`config.mk`:
```
export PLATFORM = sky130hd
export DESIGN_NAME = owig_walk
export DESIGN_NICKNAME = d
export VERILOG_FILES = /design/src/hw/rtl/owig_pkg.sv /design/src/hw/rtl/owig_walk.sv
export SDC_FILE = /design/constraint.sdc
export NUM_CORES = 2
export LEC_CHECK = 0
export BUFFER_PORTS_ARGS = -buffer_cell sky130_fd_sc_hd__buf_2
export CAP_MARGIN = 10
export CORE_MARGIN = 2
export CORE_UTILIZATION = 52
export DETAILED_ROUTE_END_ITERATION = 16
export PLACE_DENSITY_LB_ADDON = 0.15
export SKIP_CTS_REPAIR_TIMING = 1
export SLEW_MARGIN = 5
export SYNTH_ARGS = -nofsm -noshare
export SYNTH_HDL_FRONTEND = slang
export SYNTH_SLANG_ARGS = --single-unit
```
`constraint.sdc`:
```
create_clock -name clk_i -period 13.23 [get_ports clk_i]
set_input_delay 2.646 -clock clk_i [delete_from_list [all_inputs] [get_ports clk_i]]
set_output_delay 2.646 -clock clk_i [all_outputs]
set_load 0.02 [all_outputs]
```
`src/hw/rtl/owig_pkg.sv`:
```
// ----------------------------------------------------------------------------
// owig_pkg
// shared types and constants of the overlap window index gather block
// ----------------------------------------------------------------------------
`default_nettype none

package owig_pkg;

  localparam int unsigned CFG_IDX_W  = 3;
  localparam int unsigned CFG_DATA_W = 48;
  localparam int unsigned COORD_W    = 16;
  localparam int unsigned BOX_W      = 48;
  localparam int unsigned OVL_W      = 6;
  localparam int unsigned OWN_FIRST_W = 24;
  localparam int unsigned OWN_END_W  = 25;
  localparam int unsigned BSIZE_W    = 4;
  localparam int unsigned FIRST_W    = 27;
  localparam int unsigned BOUND_W    = 19;
  localparam int unsigned LOC_W      = 49;
  localparam int unsigned PROD_W     = 32;
  localparam int unsigned OWN_CMP_W  = 33;

  localparam logic signed [BOUND_W-1:0] BOUND_ONE = 1;

  localparam logic [CFG_IDX_W-1:0] CFG_GHOST_START = 3'd0;
  localparam logic [CFG_IDX_W-1:0] CFG_GHOST_WIDTH = 3'd1;
  localparam logic [CFG_IDX_W-1:0] CFG_OVERLAP     = 3'd2;
  localparam logic [CFG_IDX_W-1:0] CFG_OWNED_FIRST = 3'd3;
  localparam logic [CFG_IDX_W-1:0] CFG_OWNED_END   = 3'd4;
  localparam logic [CFG_IDX_W-1:0] CFG_BLOCK_SIZE  = 3'd5;

  localparam logic [BSIZE_W-1:0] BSIZE_MIN = 4'd1;
  localparam logic [BSIZE_W-1:0] BSIZE_MAX = 4'd8;

  typedef struct packed {
    logic [FIRST_W-1:0] first_index;
    logic [BSIZE_W-1:0] run_count;
    logic               empty_res;
    logic               last;
  } owig_res_t;

  typedef struct packed {
    logic idle;
    logic node_vld;
    logic node_hit;
    logic done;
  } owig_walk_t;

endpackage

`default_nettype wire

```
`src/hw/rtl/owig_walk.sv`:
```
// ----------------------------------------------------------------------------
// owig_walk
// clips the window to the ghost box and steps the local slot through it
// ----------------------------------------------------------------------------
`default_nettype none

module owig_walk import owig_pkg::*; #(
  parameter int unsigned TABLE_DEPTH = 4096,
  parameter int unsigned MAX_OVERLAP = 1
) (
  input  logic                clk_i,
  input  logic                rst_ni,
  input  logic                start_i,
  input  logic [COORD_W-1:0]  center_x_i,
  input  logic [COORD_W-1:0]  center_y_i,
  input  logic [COORD_W-1:0]  center_z_i,
  input  logic [BOX_W-1:0]    box_start_i,
  input  logic [BOX_W-1:0]    box_width_i,
  input  logic [OVL_W-1:0]    overlap_i,
  input  logic                adv_i,
  input  logic                flush_i,
  output logic [((TABLE_DEPTH > 1) ? $clog2(TABLE_DEPTH) : 1)-1:0] addr_o,
  output owig_walk_t          stat_o
);

  localparam int unsigned AW = (TABLE_DEPTH > 1) ? $clog2(TABLE_DEPTH) : 1;
  localparam int unsigned CW = $clog2(2 * MAX_OVERLAP + 2);

  localparam logic [2:0] ST_IDLE  = 3'd0;
  localparam logic [2:0] ST_BOUND = 3'd1;
  localparam logic [2:0] ST_MUL1  = 3'd2;
  localparam logic [2:0] ST_MUL2  = 3'd3;
  localparam logic [2:0] ST_BASE  = 3'd4;
  localparam logic [2:0] ST_WALK  = 3'd5;
  localparam logic [2:0] ST_DONE  = 3'd6;

  logic [2:0]         st_q, st_d;
  logic [COORD_W-1:0] c_q   [3];
  logic [COORD_W-1:0] d_q   [3];
  logic [CW-1:0]      nm1_q [3];
  logic               empty_q;
  logic [PROD_W-1:0]  p_q, m1_q;
  logic [BOX_W-1:0]   m2_q;
  logic [LOC_W-1:0]   loc_q, lj_q, li_q;
  logic [CW-1:0]      ck_q, cj_q, ci_q;

  logic [1:0]                ovf   [3];
  logic signed [BOUND_W-1:0] cs    [3];
  logic signed [BOUND_W-1:0] ovs   [3];
  logic signed [BOUND_W-1:0] gss   [3];
  logic signed [BOUND_W-1:0] gend  [3];
  logic signed [BOUND_W-1:0] lo_s  [3];
  logic signed [BOUND_W-1:0] hi_s  [3];
  logic [2:0]                empty_ax;
  logic [COORD_W-1:0]        gw0, gw1;
  logic                      k_end, j_end, i_end;

  assign gw0 = box_width_i[COORD_W-1:0];
  assign gw1 = box_width_i[2*COORD_W-1:COORD_W];

  // window bounds per axis
  always_comb begin
    for (int a = 0; a < 3; a++) begin
      ovf[a] = (overlap_i[2*a +: 2] > 2'(MAX_OVERLAP)) ? 2'(MAX_OVERLAP)
                                                        : overlap_i[2*a +: 2];
      cs[a]   = signed'(BOUND_W'(c_q[a]));
      ovs[a]  = signed'(BOUND_W'(ovf[a]));
      gss[a]  = signed'(BOUND_W'(box_start_i[COORD_W*a +: COORD_W]));
      gend[a] = gss[a] + signed'(BOUND_W'(box_width_i[COORD_W*a +: COORD_W]))
                - BOUND_ONE;
      lo_s[a] = ((cs[a] - ovs[a]) > gss[a]) ? (cs[a] - ovs[a]) : gss[a];
      hi_s[a] = ((cs[a] + ovs[a]) < gend[a]) ? (cs[a] + ovs[a]) : gend[a];
      empty_ax[a] = hi_s[a] < lo_s[a];
    end
  end

  assign k_end = ck_q == nm1_q[2];
  assign j_end = cj_q == nm1_q[1];
  assign i_end = ci_q == nm1_q[0];

  always_comb begin
    st_d = st_q;
    unique case (st_q)
      ST_IDLE:  if (start_i) st_d = ST_BOUND;
      ST_BOUND: st_d = ST_MUL1;
      ST_MUL1:  st_d = ST_MUL2;
      ST_MUL2:  st_d = ST_BASE;
      ST_BASE:  st_d = empty_q ? ST_DONE : ST_WALK;
      ST_WALK:  if (adv_i && k_end && j_end && i_end) st_d = ST_DONE;
      ST_DONE:  if (flush_i) st_d = ST_IDLE;
      default:  st_d = ST_IDLE;
    endcase
  end

  always_ff @(posedge clk_i or negedge rst_ni) begin
    if (!rst_ni) begin
      st_q <= ST_IDLE;
      ck_q <= '0;
      cj_q <= '0;
      ci_q <= '0;
    end else begin
      st_q <= st_d;
      if (st_q == ST_BASE) begin
        ck_q <= '0;
        cj_q <= '0;
        ci_q <= '0;
      end else if (st_q == ST_WALK && adv_i) begin
        priority if (!k_end) begin
          ck_q <= ck_q + CW'(1);
        end else if (!j_end) begin
          ck_q <= '0;
          cj_q <= cj_q + CW'(1);
        end else if (!i_end) begin
          ck_q <= '0;
          cj_q <= '0;
          ci_q <= ci_q + CW'(1);
        end else begin
          ck_q <= ck_q;
        end
      end
    end
  end

  // slot arithmetic: k step adds wx*wy, j step adds wx, i step adds one
  always_ff @(posedge clk_i) begin
    if (start_i && st_q == ST_IDLE) begin
      c_q[0] <= center_x_i;
      c_q[1] <= center_y_i;
      c_q[2] <= center_z_i;
    end
    if (st_q == ST_BOUND) begin
      for (int a = 0; a < 3; a++) begin
        d_q[a]   <= COORD_W'(lo_s[a] - gss[a]);
        nm1_q[a] <= CW'(hi_s[a] - lo_s[a]);
      end
      empty_q <= |empty_ax;
    end
    if (st_q == ST_MUL1) begin
      p_q  <= PROD_W'(gw0) * PROD_W'(gw1);
      m1_q <= PROD_W'(d_q[1]) * PROD_W'(gw0);
    end
    if (st_q == ST_MUL2) begin
      m2_q <= BOX_W'(d_q[2]) * BOX_W'(p_q);
    end
    if (st_q == ST_BASE) begin
      loc_q <= LOC_W'(d_q[0]) + LOC_W'(m1_q) + LOC_W'(m2_q);
      lj_q  <= LOC_W'(d_q[0]) + LOC_W'(m1_q) + LOC_W'(m2_q);
      li_q  <= LOC_W'(d_q[0]) + LOC_W'(m1_q) + LOC_W'(m2_q);
    end else if (st_q == ST_WALK && adv_i) begin
      priority if (!k_end) begin
        loc_q <= loc_q + LOC_W'(p_q);
      end else if (!j_end) begin
        lj_q  <= lj_q + LOC_W'(gw0);
        loc_q <= lj_q + LOC_W'(gw0);
      end else begin
        li_q  <= li_q + LOC_W'(1);
        lj_q  <= li_q + LOC_W'(1);
        loc_q <= li_q + LOC_W'(1);
      end
    end
  end

  assign addr_o          = loc_q[AW-1:0];
  assign stat_o.idle     = st_q == ST_IDLE;
  assign stat_o.node_vld = st_q == ST_WALK;
  assign stat_o.node_hit = loc_q < LOC_W'(TABLE_DEPTH);
  assign stat_o.done     = st_q == ST_DONE;

endmodule

`default_nettype wire

```
Word level (Yosys, flattened, before mapping). Memory sizes are Yosys's and may differ from the RTL's. Cells that the tools add are included.

Bits in registers: 269. Memory bits (writable): 102. Input port bits: 155. Output and inout bits: 16. Word-level logic and storage cells: 130. Memories: 3.

Memory list: c_q (words 3, bits a word 16, read ports 3, clocked after memory_dff 0, write ports 3, line owig_walk.sv:38) `logic [COORD_W-1:0] c_q [3];`; d_q (words 3, bits a word 16, read ports 3, clocked after memory_dff 0, write ports 3, line owig_walk.sv:39) `logic [COORD_W-1:0] d_q [3];`; nm1_q (words 3, bits a word 2, read ports 3, clocked after memory_dff 0, write ports 3, line owig_walk.sv:40) `logic [CW-1:0] nm1_q [3];`.

Add/subtract/negate cells: 26. $mul: 3. Magnitude comparators: 13. Equal/unequal tests: 15. Mux-type cells: 43. Reductions and logical operators: 16.

Operators by type and width (count): $mux 49 (11); $mux 19 (6); $mul 16x16->32 (2); $gt 19x17->1 (3); $lt 19x19->1 (3); $lt 18x18->1 (3); $sub 17x1->18 const B (3); $add 16x16->17 (3); $add 16x2->17 (3); $sub 16x2->17 (3); $add 33x48->49 (1); $add 49x1->49 const B (1); $add 49x16->49 (1); $add 49x32->49 (1); $lt 49x13->1 const B (1); $mul 16x32->48 (1); $sub 16x16->16 (3); $mux 2 (18); $add 16x32->33 (1); $pmux 3 s7 (1); $eq 3x3->1 const B (3); $mux 3 (3); $reduce_and 3->1 (3); $add 2x1->2 const B (3); 16 further kinds (35).

Logic depth before layout (Yosys ltp).
Depth in word-level cells: 7. Depth in mapped cells: 40. Depth with buffers taken out: 38.

Worst setup path before layout. No wires, ideal clock.

Path kind: input to register. Start: input port overlap_i[3]. End: memory d_q[1][14] (netlist: d_q[0][30]), data pin. Setup time: 0.258 ns. Arrival time: 8.842 ns. Data required time: 12.972 ns. Path slack: 4.130 ns. Stages on the path: 32. Buffers on the path: 1. Path through: or2_2 ha_1 inv_1 fa_1 nor3_1 nor3b_1 nand3b_1 xnor2_1 ha_1 a21o_1 a21o_1 a21oi_1 nor2b_1 a2111oi_0 ha_1 a31oi_1 buf_2 mux2_2 ha_1 inv_1 fa_1 a21o_1 a21oi_1 o21bai_1 a21oi_1 nor2b_1 o21a_1 o31a_1 or4_1 a31o_2 a21oi_1 xnor2_1.

RTL lines: from (decl) (line owig_walk.sv:19) `input logic [OVL_W-1:0] overlap_i,`; to (decl) (line owig_walk.sv:39).

Worst setup path after layout.
Start: input port box_width_i[1]. End: register empty_q, data pin.

Word-level cells in the longest chain between the ends: 6.

RTL lines: from (decl) (line owig_walk.sv:18) `input logic [BOX_W-1:0] box_width_i,`; $add 16x16->17 (*) (line owig_walk.sv:69) `gend[a] = gss[a] + signed'(BOUND_W'(box_width_i[COORD_W*a +: COORD_W]))`; $sub 17x1->18 (*) (line owig_walk.sv:70) `- BOUND_ONE;`; $lt 18x18->1 (line owig_walk.sv:72) `hi_s[a] = ((cs[a] + ovs[a]) < gend[a]) ? (cs[a] + ovs[a]) : gend[a];`; $mux 19 (*) (line owig_walk.sv:72); $lt 19x19->1 (*) (line owig_walk.sv:73) `empty_ax[a] = hi_s[a] < lo_s[a];`; $reduce_or 3->1 (*) (line owig_walk.sv:136) `empty_q <= |empty_ax;`; to (signal assigned) (line owig_walk.sv:136); to (decl) (line owig_walk.sv:41) `logic empty_q;`.

Every way passes the cells marked *; elsewhere a longest branch is shown, timed or not. A chain may end at the register's enable or synchronous reset.

==> results.toml <==
[timing]
fmax_ghz = 0.1034
clock_skew_ns = 0.03580
tightest_slew_ns = 1.286
rsz0062_at_grt = "no"
fin_crit_sh = 0.7307
period_minus_slack_ns = 9.667
drv_slew = 0
hold_viol = 0
relSlewSlack = 0.1429
fin_setup_tns_ns = 0
fin_ws_ns = 3.563
setup_viol = 0

[critical_path]
crit_top_cell = "a21oi_1"
cp.required_ns = 13.59
critPathCaptureType = "flip-flop"
worst_r2r_path_depth = 24
r2r-end = "m2_q[43]$_DFFE_PP_"
path_buf_inv = 3
crit_slowest_cell = "ha_1"
cp_max_fo = 32
r2r_slack_ns = 5.23
cp-start-kind = "input pin"
arrival_ns = 10.03
cpPeakStageDelay_ns = 0.87
critPathKind = "input pin to flip-flop"
rr_startpoint = "p_q[10]$_DFFE_PP_"
critPathLaunch = "box_width_i[1]"
critPathTopFamily = "compound AO/OA/AOI/OAI gates"

[synthesis]
netlist_instances = 7114
async_reset_ff_frac = 0.02426
postSynthAreaPerCell_um2 = 8.942
synth_cell_type_count = 106
synth_most_common_cell = "inv_1"
synth_top_cell_area_share = 0.2634
synth_edf_count = 362
ys_seq_elements = 371
synth_top_cell_by_area = "fa_1"
syn_area_um2 = 63610
synth_top_cells_by_count = "1174 x inv_1, 1013 x nand2_1, 837 x fa_1"
ys_seq_area_frac = 0.1744
yosys_most_used_dff = "edfxtp_1"
yosysWarnings = 0
yosys-top-cells-area = "fa_1 26%, edfxtp_1 17%, ha_1 14%"

[final_layout]
num-nets-final = 8879
fill_cells = 11040
final_cells = 8828
area_growth_pct = 6.351
drive_gt1_frac = 0.05530

[placement]
pre_cts_ws_ns = 3.067
dpl.hpwl_um = 145800
dp.cells = 8732
io_buffers = 170
gp_congestion = 0.9538

[grt]
antenna_found_initial = 18
grt_pass1_vias = 51570
grt_overflow_total = 0
grt_pass1_wl_um = 291800
grt_max_degree = 77
grt_util_all_layers = 0.2992

[floorplanning]
core-area_um2 = 121600
io_pins = 171
die_x_um = 353.8
die_h_um = 353.8
initial_core_util = 0.5233
num_rows = 128
die_area_um2 = 125200

[route]
drc_errors = 0
finalWirelength_um = 184800
via_per_inst = 5.661
dr.pass1.iters = 6
drt_iter0_drc = 3629
ant_nets = 0
wl_per_cell_um = 20.93
vias = 49980

[flow_run]
maxCapViolCount = 0

[min_path]
worstHoldPathType = "flip-flop to flip-flop"
hold_path_end = "ci_q[1]$_DFFE_PN0P_"
worstHoldStart = "ci_q[1]$_DFFE_PN0P_"
whs_path_depth = 1

[clock_tree]
cts.sinks = 371
cts_inserted_buffers = 48
cts_tree = "built"
clock_latency_ns = 0.66
clk_path_buf_depth = 3
clockRootBuffer = "clkbuf_16"
htreeDepth = 2
clk_pin_slew_ns = 0.06

[status]
run_status = "completed"
## through the flow
stage	instance area, um^2	hold slack, ns	util
finish	67650	0.5229	0.5566
global route	67640	0.6003	0.5565
CTS	67640	0.5270	0.5564
detailed placement	66080	0.5167	0.5436
global placement	66080	0.4955	0.5436
floorplan	63650	0.4711	-
## flip-flops by register name, summed over array words and instances, names as in the netlist
signal,count
nm1_q,6
p_q,32
loc_q,49
m1_q,32
empty_q,1
st_q,3
ck_q,2
lj_q,49
c_q,48
li_q,49
m2_q,48
ci_q,2
d_q,48
cj_q,2
## kinds of logic after synthesis
kind of cell    Yosys count  synth area share
compound gates         1097            0.1096
xor+xnor                427           0.05879
fa+ha+maj              1567            0.4070
buf+inv                1449           0.08731
flops                   371            0.1744
mux                      28          0.004602
other cells               2         0.0001181
simple gates           2173            0.1582
## worst max-delay path by stage
stage	to	slack [ns]	depth (start not counted)
global placement	empty_q$_DFFE_PP_	3.15	36
global route	empty_q$_DFFE_PP_	2.95	34
floorplan	d_q[0][30]$_DFFE_PP_	4.13	32
finish	empty_q$_DFFE_PP_	3.56	34
CTS	empty_q$_DFFE_PP_	3.72	34
detailed placement	empty_q$_DFFE_PP_	3.07	34
## placed cells by master, fill, tap and decap left out, drive strengths merged, types with 41 or more instances in the layout
master	netlist	routed
nor2b	54	54
nor2	360	360
fa	837	837
o21a	52	52
nand2	1013	1013
nand2b	51	51
a21o	153	153
nor3	73	73
inv	1178	1183
o21ai	288	288
xor2	150	150
ha	730	730
nand3	104	104
and2	288	288
edfxtp	362	362
and3	65	65
nand4	57	57
o21bai	41	41
buf	33	250
clkbuf	232	63
a21oi	332	332
xnor2	277	277
## area by class of cell
class	instances	area, um^2	share of cell area
multi-input cells	5303	47060	0.6956
flip-flops and latches	371	11100	0.1640
inverters	1183	4441	0.06563
well taps	1625	2033	0.03005
repair buffers	250	1451	0.02145
clock buffers	63	1289	0.01905
clock inverters	27	272.8	0.004032
diodes	6	15.01	0.0002219
## per-layer routing
layer / up-vias / share of wire / GRT usage
li1: 23170 / - / -
met1: 24600 / 0.43 / 0.4041
met2: 1816 / 0.46 / 0.4923
met3: 371 / 0.076 / 0.05093
met4: 18 / 0.034 / 0.09226
met5: - / 0.00060 / 0
Power is left out: the tool's default activity adds up to more than one toggle a clock period on the data nets, which glitch-free logic cannot reach.
